==> src/hw/rtl/scld_pkg.sv <==
package scld_pkg;

  // Longest body any command can buffer (CAN limit plus one) fits well below this.
  localparam int BODY_DEPTH = 32;
  localparam int LEN_W      = $clog2(BODY_DEPTH + 1);

  // Result kinds
  localparam logic [2:0] KIND_AREAD  = 3'd0;
  localparam logic [2:0] KIND_AWRITE = 3'd1;
  localparam logic [2:0] KIND_DREAD  = 3'd2;
  localparam logic [2:0] KIND_DWRITE = 3'd3;
  localparam logic [2:0] KIND_CAN    = 3'd4;

  // Pin letter codes
  localparam logic [2:0] PIN_A = 3'd0;
  localparam logic [2:0] PIN_B = 3'd1;
  localparam logic [2:0] PIN_D = 3'd2;
  localparam logic [2:0] PIN_E = 3'd3;
  localparam logic [2:0] PIN_P = 3'd4;
  localparam logic [2:0] PIN_Q = 3'd5;

  // Characters
  localparam logic [7:0] CH_SEMI  = 8'h3B;
  localparam logic [7:0] CH_COMMA = 8'h2C;
  localparam logic [7:0] CH_0     = 8'h30;
  localparam logic [7:0] CH_1     = 8'h31;
  localparam logic [7:0] CH_8     = 8'h38;
  localparam logic [7:0] CH_9     = 8'h39;
  localparam logic [7:0] CH_UA    = 8'h41;
  localparam logic [7:0] CH_UF    = 8'h46;
  localparam logic [7:0] CH_LA    = 8'h61;
  localparam logic [7:0] CH_LB    = 8'h62;
  localparam logic [7:0] CH_LD    = 8'h64;
  localparam logic [7:0] CH_LE    = 8'h65;
  localparam logic [7:0] CH_LF    = 8'h66;
  localparam logic [7:0] CH_LM    = 8'h6D;
  localparam logic [7:0] CH_LP    = 8'h70;
  localparam logic [7:0] CH_LQ    = 8'h71;

  // Body length limits per command
  localparam logic [LEN_W-1:0] LIM_AREAD  = LEN_W'(2);
  localparam logic [LEN_W-1:0] LIM_AWRITE = LEN_W'(5);
  localparam logic [LEN_W-1:0] LIM_DREAD  = LEN_W'(2);
  localparam logic [LEN_W-1:0] LIM_DWRITE = LEN_W'(3);
  localparam logic [LEN_W-1:0] LIM_CAN    = LEN_W'(27);

  typedef struct packed {
    logic [2:0]  kind;
    logic [3:0]  slot;
    logic [2:0]  pin_kind;
    logic [3:0]  pwm_channel;
    logic [6:0]  duty;
    logic        level;
    logic [11:0] can_id;
    logic [3:0]  can_count;
    logic [63:0] can_payload;
  } result_t;

  function automatic logic [LEN_W-1:0] body_limit(input logic [2:0] k);
    logic [LEN_W-1:0] lim;
    unique case (k)
      KIND_AREAD:  lim = LIM_AREAD;
      KIND_AWRITE: lim = LIM_AWRITE;
      KIND_DREAD:  lim = LIM_DREAD;
      KIND_DWRITE: lim = LIM_DWRITE;
      KIND_CAN:    lim = LIM_CAN;
      default:     lim = '0;
    endcase
    return lim;
  endfunction

  // Bit 4 set: not a hex digit.
  function automatic logic [4:0] hex_val(input logic [7:0] c);
    logic [7:0] t;
    logic [4:0] v;
    t = '0;
    v = 5'h10;
    if (c >= CH_0 && c <= CH_9) begin
      t = c - CH_0;
      v = {1'b0, t[3:0]};
    end else if (c >= CH_UA && c <= CH_UF) begin
      t = c - CH_UA + 8'd10;
      v = {1'b0, t[3:0]};
    end else if (c >= CH_LA && c <= CH_LF) begin
      t = c - CH_LA + 8'd10;
      v = {1'b0, t[3:0]};
    end
    return v;
  endfunction

  // Bit 3 set: valid pin letter.
  function automatic logic [3:0] pin_code(input logic [7:0] c);
    logic [3:0] r;
    unique case (c)
      CH_LA:   r = {1'b1, PIN_A};
      CH_LB:   r = {1'b1, PIN_B};
      CH_LD:   r = {1'b1, PIN_D};
      CH_LE:   r = {1'b1, PIN_E};
      CH_LP:   r = {1'b1, PIN_P};
      CH_LQ:   r = {1'b1, PIN_Q};
      default: r = 4'b0000;
    endcase
    return r;
  endfunction

endpackage

==> src/hw/rtl/scld_body_tracker.sv <==
module scld_body_tracker (
  input  logic              clk,
  input  logic              rst,
  input  logic              step,
  input  logic [7:0]        ch,
  output logic              fire,
  output scld_pkg::result_t res
);
  import scld_pkg::*;

  logic             in_body;
  logic [2:0]       cur_kind;
  logic [LEN_W-1:0] body_len;
  logic [1:0]       phase;      // body_len mod 3

  // Per-position fields, filled as characters arrive
  logic [3:0]  slot_v;
  logic        slot_ok;
  logic [2:0]  pin_v;
  logic        pin_ok;
  logic [3:0]  chan;
  logic        chan_ok;
  logic        level;
  logic        level_ok;
  logic [6:0]  tens;
  logic [6:0]  duty;
  logic        duty_ok;
  logic        can_ok;
  logic [11:0] can_id;
  logic [3:0]  hi_nib;
  logic [3:0]  can_count;
  logic [63:0] payload;

  logic [4:0] hexv;
  logic       is_hex;
  logic       is_dig;
  logic [7:0] dig_full;
  logic [3:0] dig;
  logic [3:0] pin_r;
  logic       is_cmd;
  logic [2:0] cmd_kind;
  logic       is_semi;
  logic       over;
  logic       pin_good;
  logic       body_ok;

  always_comb begin
    hexv     = hex_val(ch);
    is_hex   = ~hexv[4];
    is_dig   = (ch >= CH_0) && (ch <= CH_9);
    dig_full = ch - CH_0;
    dig      = dig_full[3:0];
    pin_r    = pin_code(ch);
    is_semi  = (ch == CH_SEMI);
    is_cmd   = 1'b1;
    cmd_kind = KIND_AREAD;
    unique case (ch)
      CH_LA:   cmd_kind = KIND_AREAD;
      CH_LB:   cmd_kind = KIND_AWRITE;
      CH_LD:   cmd_kind = KIND_DREAD;
      CH_LE:   cmd_kind = KIND_DWRITE;
      CH_LM:   cmd_kind = KIND_CAN;
      default: is_cmd = 1'b0;
    endcase
    over = (body_len > body_limit(cur_kind)) || (body_len >= LEN_W'(BODY_DEPTH));
  end

  always_comb begin
    pin_good = slot_ok && pin_ok;
    unique case (cur_kind)
      KIND_AREAD, KIND_DREAD: body_ok = (body_len == LEN_W'(2)) && pin_good;
      KIND_AWRITE: body_ok = (body_len == LEN_W'(5)) && chan_ok && duty_ok && pin_good;
      KIND_DWRITE: body_ok = (body_len == LEN_W'(3)) && level_ok && pin_good;
      KIND_CAN:    body_ok = can_ok && (phase == 2'd0) && (body_len >= LEN_W'(3))
                             && (body_len <= LIM_CAN);
      default:     body_ok = 1'b0;
    endcase
    fire = step && in_body && is_semi && body_ok;
  end

  // Fields outside the result's kind read as zero.
  always_comb begin
    res      = '0;
    res.kind = cur_kind;
    if (cur_kind != KIND_CAN) begin
      res.slot     = slot_v;
      res.pin_kind = pin_v;
    end
    if (cur_kind == KIND_AWRITE) begin
      res.pwm_channel = chan;
      res.duty        = duty;
    end
    if (cur_kind == KIND_DWRITE) begin
      res.level = level;
    end
    if (cur_kind == KIND_CAN) begin
      res.can_id      = can_id;
      res.can_count   = can_count;
      res.can_payload = payload;
    end
  end

  always_ff @(posedge clk) begin
    if (rst) begin
      in_body  <= 1'b0;
      cur_kind <= KIND_AREAD;
      body_len <= '0;
      phase    <= 2'd0;
    end else if (step) begin
      if (!in_body) begin
        if (is_cmd) begin
          in_body   <= 1'b1;
          cur_kind  <= cmd_kind;
          body_len  <= '0;
          phase     <= 2'd0;
          can_ok    <= 1'b1;
          can_count <= 4'd0;
          payload   <= '0;
        end
      end else if (is_semi || over) begin
        in_body <= 1'b0;
      end else begin
        body_len <= body_len + LEN_W'(1);
        phase    <= (phase == 2'd2) ? 2'd0 : phase + 2'd1;

        unique case (body_len)
          LEN_W'(0): begin
            slot_v  <= dig;
            slot_ok <= is_dig;
          end
          LEN_W'(1): begin
            pin_v  <= pin_r[2:0];
            pin_ok <= pin_r[3];
          end
          LEN_W'(2): begin
            chan     <= dig;
            chan_ok  <= (ch >= CH_0) && (ch <= CH_8);
            level    <= (ch == CH_1);
            level_ok <= (ch == CH_0) || (ch == CH_1);
          end
          LEN_W'(3): begin
            tens    <= {dig, 3'b000} + 7'({dig, 1'b0});
            duty_ok <= is_dig;
          end
          LEN_W'(4): begin
            duty    <= tens + 7'(dig);
            duty_ok <= duty_ok && is_dig;
          end
          default: ;
        endcase

        // CAN: hex at the ID and in byte pairs, comma at each later third place
        if (body_len != '0 && phase == 2'd0) begin
          can_ok <= can_ok && (ch == CH_COMMA);
        end else begin
          can_ok <= can_ok && is_hex;
        end
        if (body_len < LEN_W'(3)) begin
          can_id <= {can_id[7:0], hexv[3:0]};
        end
        if (body_len >= LEN_W'(4) && phase == 2'd1) begin
          hi_nib <= hexv[3:0];
        end
        if (body_len >= LEN_W'(5) && phase == 2'd2 && !can_count[3]) begin
          payload[{can_count[2:0], 3'b000} +: 8] <= {hi_nib, hexv[3:0]};
          can_count <= can_count + 4'd1;
        end
      end
    end
  end

  a_len_bound: assert property (@(posedge clk) disable iff (rst)
    in_body |-> body_len <= LIM_CAN + LEN_W'(1))
    else $error("body length past largest limit");

  a_idle_after_result: assert property (@(posedge clk) disable iff (rst)
    fire |=> !in_body)
    else $error("still in body after a result");

  a_can_count_bound: assert property (@(posedge clk) disable iff (rst)
    in_body && cur_kind == KIND_CAN |-> can_count <= 4'd8)
    else $error("CAN byte count past eight");

endmodule

==> src/hw/rtl/serial_command_line_decoder_unit.sv <==
// Serial command line decoder: one ASCII character per beat in, at most one decoded
// command per terminating ';' out.
// A ';' is first held in the input register; its result is then registered in the output register.
// Throughput: one character per cycle; input stalls only when a result is held unread.
// Reset (rst, synchronous, active high): back to waiting for a command letter,
// input and output stages empty.
module serial_command_line_decoder_unit (
  input  logic        clk,
  input  logic        rst,
  input  logic        in_valid,
  output logic        in_ready,
  input  logic [7:0]  ch,
  output logic        out_valid,
  input  logic        out_ready,
  output logic [2:0]  kind,
  output logic [3:0]  slot,
  output logic [2:0]  pin_kind,
  output logic [3:0]  pwm_channel,
  output logic [6:0]  duty,
  output logic        level,
  output logic [11:0] can_id,
  output logic [3:0]  can_count,
  output logic [63:0] can_payload
);
  import scld_pkg::*;

  // Input register
  logic       s1_valid;
  logic [7:0] ch_q;

  // Result register
  result_t res_q;
  result_t res;
  logic    fire;

  logic out_free;
  logic step;

  // The output register frees up when empty or being read this cycle; the input
  // stage moves on into the tracker only then, so a result is never overwritten.
  assign out_free = !out_valid || out_ready;
  assign step     = s1_valid && out_free;
  assign in_ready = !s1_valid || out_free;

  // Character tracker: body state and incremental field decode
  scld_body_tracker u_tracker (
    .clk  (clk),
    .rst  (rst),
    .step (step),
    .ch   (ch_q),
    .fire (fire),
    .res  (res)
  );

  always_ff @(posedge clk) begin
    if (rst) begin
      s1_valid  <= 1'b0;
      out_valid <= 1'b0;
    end else begin
      if (in_ready) begin
        s1_valid <= in_valid;
      end
      if (out_free) begin
        out_valid <= fire;
      end
    end
  end

  always_ff @(posedge clk) begin
    if (in_valid && in_ready) begin
      ch_q <= ch;
    end
    if (fire) begin
      res_q <= res;
    end
  end

  assign kind        = res_q.kind;
  assign slot        = res_q.slot;
  assign pin_kind    = res_q.pin_kind;
  assign pwm_channel = res_q.pwm_channel;
  assign duty        = res_q.duty;
  assign level       = res_q.level;
  assign can_id      = res_q.can_id;
  assign can_count   = res_q.can_count;
  assign can_payload = res_q.can_payload;

  a_hold_input_stage: assert property (@(posedge clk) disable iff (rst)
    s1_valid && out_valid && !out_ready |=> s1_valid && $stable(ch_q))
    else $error("input stage moved while result stalled");

  a_fire_needs_room: assert property (@(posedge clk) disable iff (rst)
    fire |-> out_free && s1_valid)
    else $error("result produced with no room in output register");

  a_out_kind_range: assert property (@(posedge clk) disable iff (rst)
    out_valid |-> kind <= KIND_CAN)
    else $error("result kind out of range");

endmodule

==> config.mk <==
export PLATFORM = sky130hd
export DESIGN_NAME = serial_command_line_decoder_unit
export DESIGN_NICKNAME = d
export VERILOG_FILES = /design/src/hw/rtl/scld_pkg.sv /design/src/hw/rtl/scld_body_tracker.sv /design/src/hw/rtl/serial_command_line_decoder_unit.sv
export SDC_FILE = /design/constraint.sdc
export NUM_CORES = 1
export LEC_CHECK = 0
export ABC_AREA = 1
export ABC_CLOCK_PERIOD_IN_PS = 15300
export BUFFER_PORTS_ARGS = -buffer_cell sky130_fd_sc_hd__clkbuf_2
export CORE_ASPECT_RATIO = 1.5
export CORE_UTILIZATION = 50
export DETAILED_ROUTE_END_ITERATION = 10
export PLACE_DENSITY = 0.79
export SYNTH_ARGS = -nofsm -noshare
export SYNTH_HDL_FRONTEND = slang
export SYNTH_SLANG_ARGS = --single-unit
==> constraint.sdc <==
create_clock -name clk -period 15.3 [get_ports clk]
set_input_delay 0 -clock clk [delete_from_list [all_inputs] [get_ports clk]]
set_output_delay 0 -clock clk [all_outputs]
set_load 0.01 [all_outputs]
==> run metrics, run 1 <==
Logic pwr share=0.027; pin count of the biggest net entering global routing=86; post-synth top area share=0.659; clock tree buffer depth=3; Inserted Diodes=0; clock root buffer=clkbuf_16; io pins=116; switch share=0.196; Fmax=266 MHz; fillcell total=1585; DR iter-0 viols=560; DRC viols=0; Routed WL=20300 um; first-pass GRT wire length=32100 um; maximum fanout along the worst path=85; required time worst endpoint=roughly 15 ns; status=finished clean; Synth top cells by count=edfxtp_1 (225), nor2_1 (162), inv_1 (154); area leader, netlist=edfxtp_1; Hold Worst Slack=0.208 ns; Layout Cells excl Fill=1328; Die Y=177 um; Worst Max-Slew Pin Slew=0.977 ns; CTS sink cnt=239; Lkg Pwr=4.78 nW; setup TNS=0 ns; Pre-Repair DR Iteration Count=5; power density over cell area=110 mW/mm^2; main area contributors after synthesis=edfxtp_1 (66%), nor2_1 (5.9%), inv_1 (5.6%); post-synthesis sequential area ratio=0.687; Critical-path top delay cell=buf_4; floorplan row count=63; CP Data Arrival Time=about 3.9 ns; Initial Util=0.514; top-count cell post-synth=edfxtp_1; Die ar.=0.0211 mm^2; headroom to the max-slew limit=0.344; number of flops mapped to enable cells by yosys=225; internal power=roughly 1.1 mW; post-synthesis cell count=923; Layout area overhead=16.9%; final worst slack=11.55 ns; CP delay by family, top=buffers and inverters; Antenna Nets Post-Route=0; Clk pwr share=0.433; ys flop type=edfxtp_1; fin. max-slew vios=0; core area=0.0199 mm^2; Final Setup Violations=0; vias in the first global route=6668; FF+latch count, synth=239; Hold Vio Cnt, Final=0; Setup Crit Path Kind=reg2reg; GPL Wtd Cong=between 0.8 and 0.9; Final Critical Period=about 3.8 ns; clock-pin slew on the worst setup and hold paths=roughly 0.07 ns; H-tree depth=1; Synth cell types=31; Congestion Overflow GR=0; most frequent CP cell=nand2_1; Crit. End Element=flip-flop; Peak VDD IR=0.0000818 V; Seq pwr share=0.540; Die Width=119 um; WL/cell=15.3 um; Post-CTS Setup Bufs=0; Crit path largest cell delay=0.67 ns; Vias=just under 7000; worst hold path class=in2reg; Post-Syn Nets=approximately 960; vias per cell=~5.1; Startpoint Class=flip-flop; antenna violations before repair=0; Detailed Place HPWL=14100 um; overall routing resource usage=0.195; Async SR Flop Fraction=0; Netlist Area Pre-Place=about 0.010 mm^2; clk_lat worst skew=0.51 ns; final period utilization=0.245; CP Cell Sequence=nor2_1 > nand2_2 > buf_4 > ha_1 > nand2_1 > nor2_1 > nand2_1 > nand3_1 > nand2_1 > nand3_1 > nand2_2 > nand2_1 > a21oi_4 > buf_4; RSZ-0062 raised after global routing=false; fin nets=~1100; Max Cap Viol=0; placed insts=1278; Clock Skew=0.0180 ns; # port buffers=115; Mean Syn Cell Area=11.1 um^2; Buf/Inv on CP=2; NetSw=0.259 mW; CTS tree=done; CTS buffer count=22; Synth warnings=0; Place WS=11.53 ns; fraction of layout cells with a size suffix above 1=0.164
[kinds of logic (layout without fill, tap and decap cells)]
logic type / after synthesis / after routing / synth area share
simple gates: 306 / 306 / 0.124
flops: 239 / 239 / 0.687
buf+inv: 190 / 335 / 0.0702
compound gates: 153 / 153 / 0.0787
fa+ha+maj: 24 / 24 / 0.0308
xor+xnor: 11 / 11 / 0.00940
[what timing repair did]
item                      in CTS  in global routing
hold buffers                  13                  0
hold endpoints to repair      17                  0
resized for setup              0                  0
[worst paths after layout]
path                                      start                                   to  slack, ns  depth (start not counted)
min                                       ch[3]                    ch_q[3]$_DFFE_PP_       0.21                          2
max reg2reg  u_tracker.cur_kind[1]$_SDFFE_PP0P_  u_tracker.payload[23]$_SDFFCE_PN0P_      11.55                         14
min reg2reg       u_tracker.can_id[0]$_DFFE_PP_        u_tracker.can_id[4]$_DFFE_PP_       0.46                          0
max          u_tracker.cur_kind[1]$_SDFFE_PP0P_  u_tracker.payload[23]$_SDFFCE_PN0P_      11.55                         14
[routing by layer]
metal | up-vias | global-route usage | share of wire
li1 | 3348 | - | -
met1 | 3237 | 0.219 | 0.38
met2 | 192 | 0.370 | 0.54
met5 | - | 0 | 0
met3 | 53 | 0.0241 | 0.042
met4 | 0 | 0.0818 | 0.034
[per-stage QoR]
stage / utilization / cell area, um^2 / total power, mW
floorplan: - / 10200 / 0.750
global placement: 0.557 / 11100 / 0.760
detailed placement: 0.557 / 11100 / 0.761
CTS: 0.601 / 12000 / 1.33
global route: 0.601 / 12000 / 1.36
finish: 0.601 / 12000 / 1.32
[cells in the final DEF (no fill, tap or decap), types with 4 or more instances in the layout]
master / Yosys / routed
clkbuf_16: 0 / 23
bufinv_16: 0 / 4
nand2_1: 77 / 76
edfxtp_1: 225 / 225
ha_1: 22 / 22
xor2_1: 5 / 5
a21oi_1: 70 / 69
inv_1: 154 / 153
nor3_1: 9 / 9
a211oi_1: 13 / 13
buf_4: 1 / 4
nor2_2: 5 / 5
o21ai_0: 57 / 57
dlygate4sd3_1: 0 / 13
dfxtp_1: 14 / 14
xnor2_1: 6 / 6
clkbuf_2: 0 / 115
clkinv_1: 1 / 4
nor2_1: 162 / 162
o21ai_1: 10 / 10
clkbuf_1: 21 / 4
nand3_1: 40 / 40
inv_2: 11 / 11
[cell type report]
| cell class | instances | area, um^2 | area share |
|---|---|---|---|
| clock inverter | 10 | 159 | 0.0133 |
| sequential | 239 | 7040 | 0.587 |
| clock buffer | 27 | 591 | 0.0493 |
| timing repair buffer | 132 | 736 | 0.0614 |
| inverter | 166 | 626 | 0.0522 |
| tap | 260 | 325 | 0.0272 |
| multi-input combinational | 494 | 2510 | 0.209 |
[registers in the layout, indices dropped and copies added (netlist names), 6 cells and up]
signal / flops
duty: 7
can_id: 12
u_tracker.can_id: 12
u_tracker.duty: 7
u_tracker.tens: 6
can_payload: 64
ch_q: 8
u_tracker.payload: 64
u_tracker.body_len: 6
[power by group through the flow]
stage	Combinational (mW)	Sequential, mW	Clock [mW]
final	0.0354	0.714	0.573
after floorplan	0.0229	0.727	0
after detailed placement	0.0323	0.729	0
after global placement	0.0316	0.728	0
after global routing	0.0392	0.715	0.602
after CTS	0.0351	0.714	0.581
Note: power is estimated with default switching activity, not from simulation.
==> inputs of run 2 (changes only) <==
--- a/config.mk
+++ b/config.mk
@@ -5,8 +5,8 @@
 export SDC_FILE = /design/constraint.sdc
 export NUM_CORES = 1
 export LEC_CHECK = 0
-export ABC_AREA = 1
-export ABC_CLOCK_PERIOD_IN_PS = 15300
+export ABC_AREA = 0
+export ABC_CLOCK_PERIOD_IN_PS = 3800
 export BUFFER_PORTS_ARGS = -buffer_cell sky130_fd_sc_hd__clkbuf_2
 export CORE_ASPECT_RATIO = 1.5
 export CORE_UTILIZATION = 50
==> constraint.sdc (replaced) <==
create_clock -name clk -period 3.8 [get_ports clk]
set_input_delay 0 -clock clk [delete_from_list [all_inputs] [get_ports clk]]
set_output_delay 0 -clock clk [all_outputs]
set_load 0.01 [all_outputs]
==> run metrics, run 2 <==
clock-pin slew on the worst setup and hold paths=0.07 ns; Initial Util=0.510; Layout Cells excl Fill=1171; Synth warnings=0; met2 Usage GRT=0.367; Lkg Pwr=roughly 4.6 nW; area leader, netlist=edfxtp_1; post-synth top area share=0.648; power density over cell area=about 430 mW/mm^2; core area=0.0204 mm^2; Min-Delay Path Depth=2; status=finished clean; Place WS=0.683 ns; final worst slack=0.670 ns; Routed WL=20900 um; Hold Crit Start=ch[0]; CP delay by family, top=simple AND/OR/NAND/NOR gates; Post-CTS Setup Bufs=0; pin count of the biggest net entering global routing=83; Peak VDD IR=roughly 0.00055 V; Critical-path top delay cell=and2_1; Fmax=320 MHz; fraction of layout cells with a size suffix above 1=0.207; io pins=116; CTS Hold Bufs=13; Hold Path End=ch_q[0]$_DFFE_PP_; top-count cell post-synth=edfxtp_1; final period utilization=0.824; Final Critical Period=3.13 ns; Synth top cells by count=edfxtp_1 (225), and3_1 (85), nand2_1 (59); GR peak layer=met2; antenna violations before repair=0; Max Cap Viol=0; commonest non-fill, non-tap cells in the layout=edfxtp_1 (225), clkbuf_2 (115), and3_1 (85); vias per cell=around 5.5; Post-Syn Nets=812; vias in the first global route=6205; Clock Skew=0.0182 ns; Core Util, Final=0.594; Antenna Nets Post-Route=0; CTS tree=done; clock tree buffer depth=3; Pre-Repair DR Iteration Count=6; post-synthesis cell count=776; reg-to-reg slack, setup=roughly 0.67 ns; CTS sink cnt=about 240; CP Cell Sequence=nor2_4 > nand2_1 > ha_1 > and4b_1 > a311oi_2 > or4_1 > nor4_4 > and2_1; Buf/Inv on CP=0; Netlist Area Pre-Place=0.0104 mm^2; DRC viols=0; required time worst endpoint=3.95 ns; CP Data Arrival Time=3.28 ns; Worst Max-Slew Pin Slew=0.847 ns; WL/cell=17.9 um; post-synthesis sequential area ratio=0.675; Hold Vio Cnt, Final=0; floorplan row count=64; setup TNS=0 ns; M1 GR Usage=0.230; Final Setup Violations=0; Layout area overhead=16.4%; clock root buffer=clkbuf_16; Die ar.=0.0214 mm^2; DR iter-0 viols=431; fillcell total=1598; Crit. End Element=flip-flop; Synth cell types=between 60 and 70; main area contributors after synthesis=edfxtp_1 (65%), and3_1 (5.1%), mux2i_1 (2.8%); commonest non-fill, non-tap cell in the layout=edfxtp_1; first-pass GRT wire length=32700 um; Critical R2R Launch=u_tracker.cur_kind[1]$_SDFFE_PP0P_; CTS buffer count=22; GPL Wtd Cong=roughly 0.89; Detailed Place HPWL=14000 um; # port buffers=115; Startpoint Class=flip-flop; post-CTS sizing=0; Async SR Flop Fraction=0; Congestion Overflow GR=0; grt met3 use=0.0251; Die Y=179 um; headroom to the max-slew limit=0.433; H-tree depth=1; FF+latch count, synth=239; worst hold path class=in2reg; maximum fanout along the worst path=14; Reg2Reg Depth=8; Setup Crit Path Kind=reg2reg; clk_lat worst skew=about 0.52 ns; total chip power=around 5.2 mW; Critical R2R Capture=u_tracker.can_id[0]$_DFFE_PP_; Inserted Diodes=0; placed insts=1121; fin nets=930; Vias=6410; fin. max-slew vios=0; RSZ-0062 raised after global routing=false; number of flops mapped to enable cells by yosys=225; Crit path largest cell delay=0.52 ns; Die Width=120 um; overall routing resource usage=0.196; ys flop type=edfxtp_1; Mean Syn Cell Area=13.4 um^2
run 2: changes by cell type in the layout (fill, tap and decap cells not counted), sizes merged, moves of 20 or more:
cell   delta
inv     -141
nor2    -136
and3     +85
a21oi    -60
o21ai    -43
nor2b    +34
and2     +29
mux2i    +29
nand2    -20
run 2: area by class of cell:
class                      count  area (um^2)  share of cell area
sequential                   239         7040               0.580
clock buffer                  24          558              0.0460
tap                          264          330              0.0272
inverter                      24         90.1             0.00743
timing repair buffer         140          821              0.0677
multi-input combinational    467         3130               0.258
clock inverter                13          156              0.0129
run 2: worst max path at each step:
stage                     cells past startpoint                               start                              endpoint
final                                         8  u_tracker.cur_kind[1]$_SDFFE_PP0P_         u_tracker.can_id[0]$_DFFE_PP_
after global routing                          8  u_tracker.cur_kind[1]$_SDFFE_PP0P_         u_tracker.can_id[0]$_DFFE_PP_
after CTS                                     8  u_tracker.cur_kind[1]$_SDFFE_PP0P_         u_tracker.can_id[0]$_DFFE_PP_
after detailed placement                      8  u_tracker.cur_kind[0]$_SDFFE_PP0P_         u_tracker.can_id[4]$_DFFE_PP_
after global placement                        8  u_tracker.cur_kind[0]$_SDFFE_PP0P_        u_tracker.can_id[10]$_DFFE_PP_
after floorplan                               9  u_tracker.cur_kind[2]$_SDFFE_PP0P_  u_tracker.can_count[0]$_SDFFCE_PN0P_
run 2: metrics by stage:
step	area [um^2]	hold WS [ns]
2_1_floorplan	10500	0.0989
3_3_place_gp	11300	0.176
3_5_place_dp	11300	0.179
4_1_cts	12100	0.181
5_1_grt	12100	0.186
6_report	12100	0.197
run 2: logic make-up (layout without fill, tap and decap cells):
group | Yosys count | after routing | synth area share
buffers and inverters | 70 | 201 | 0.0275
AND/OR/NAND/NOR | 318 | 318 | 0.174
flip-flops | 239 | 239 | 0.675
multiplexers | 34 | 34 | 0.0332
AO/OA/AOI/OAI | 82 | 82 | 0.0528
XOR/XNOR | 9 | 9 | 0.00756
adder cells (fa/ha/maj) | 24 | 24 | 0.0302
run 2: power by group:
part	internal, mW	switching [mW]	total, mW
combinational	0.0478	0.0671	0.115
clock	1.27	0.927	2.19
sequential	2.85	0.0169	2.87
total	4.17	1.01	5.18
run 2: routing by layer:
metal / vias up / routed length, um
li1: 3099 / -
met1: 3084 / 8040
met2: 188 / 11300
met3: 39 / 944
met4: 0 / 590
met5: - / 0
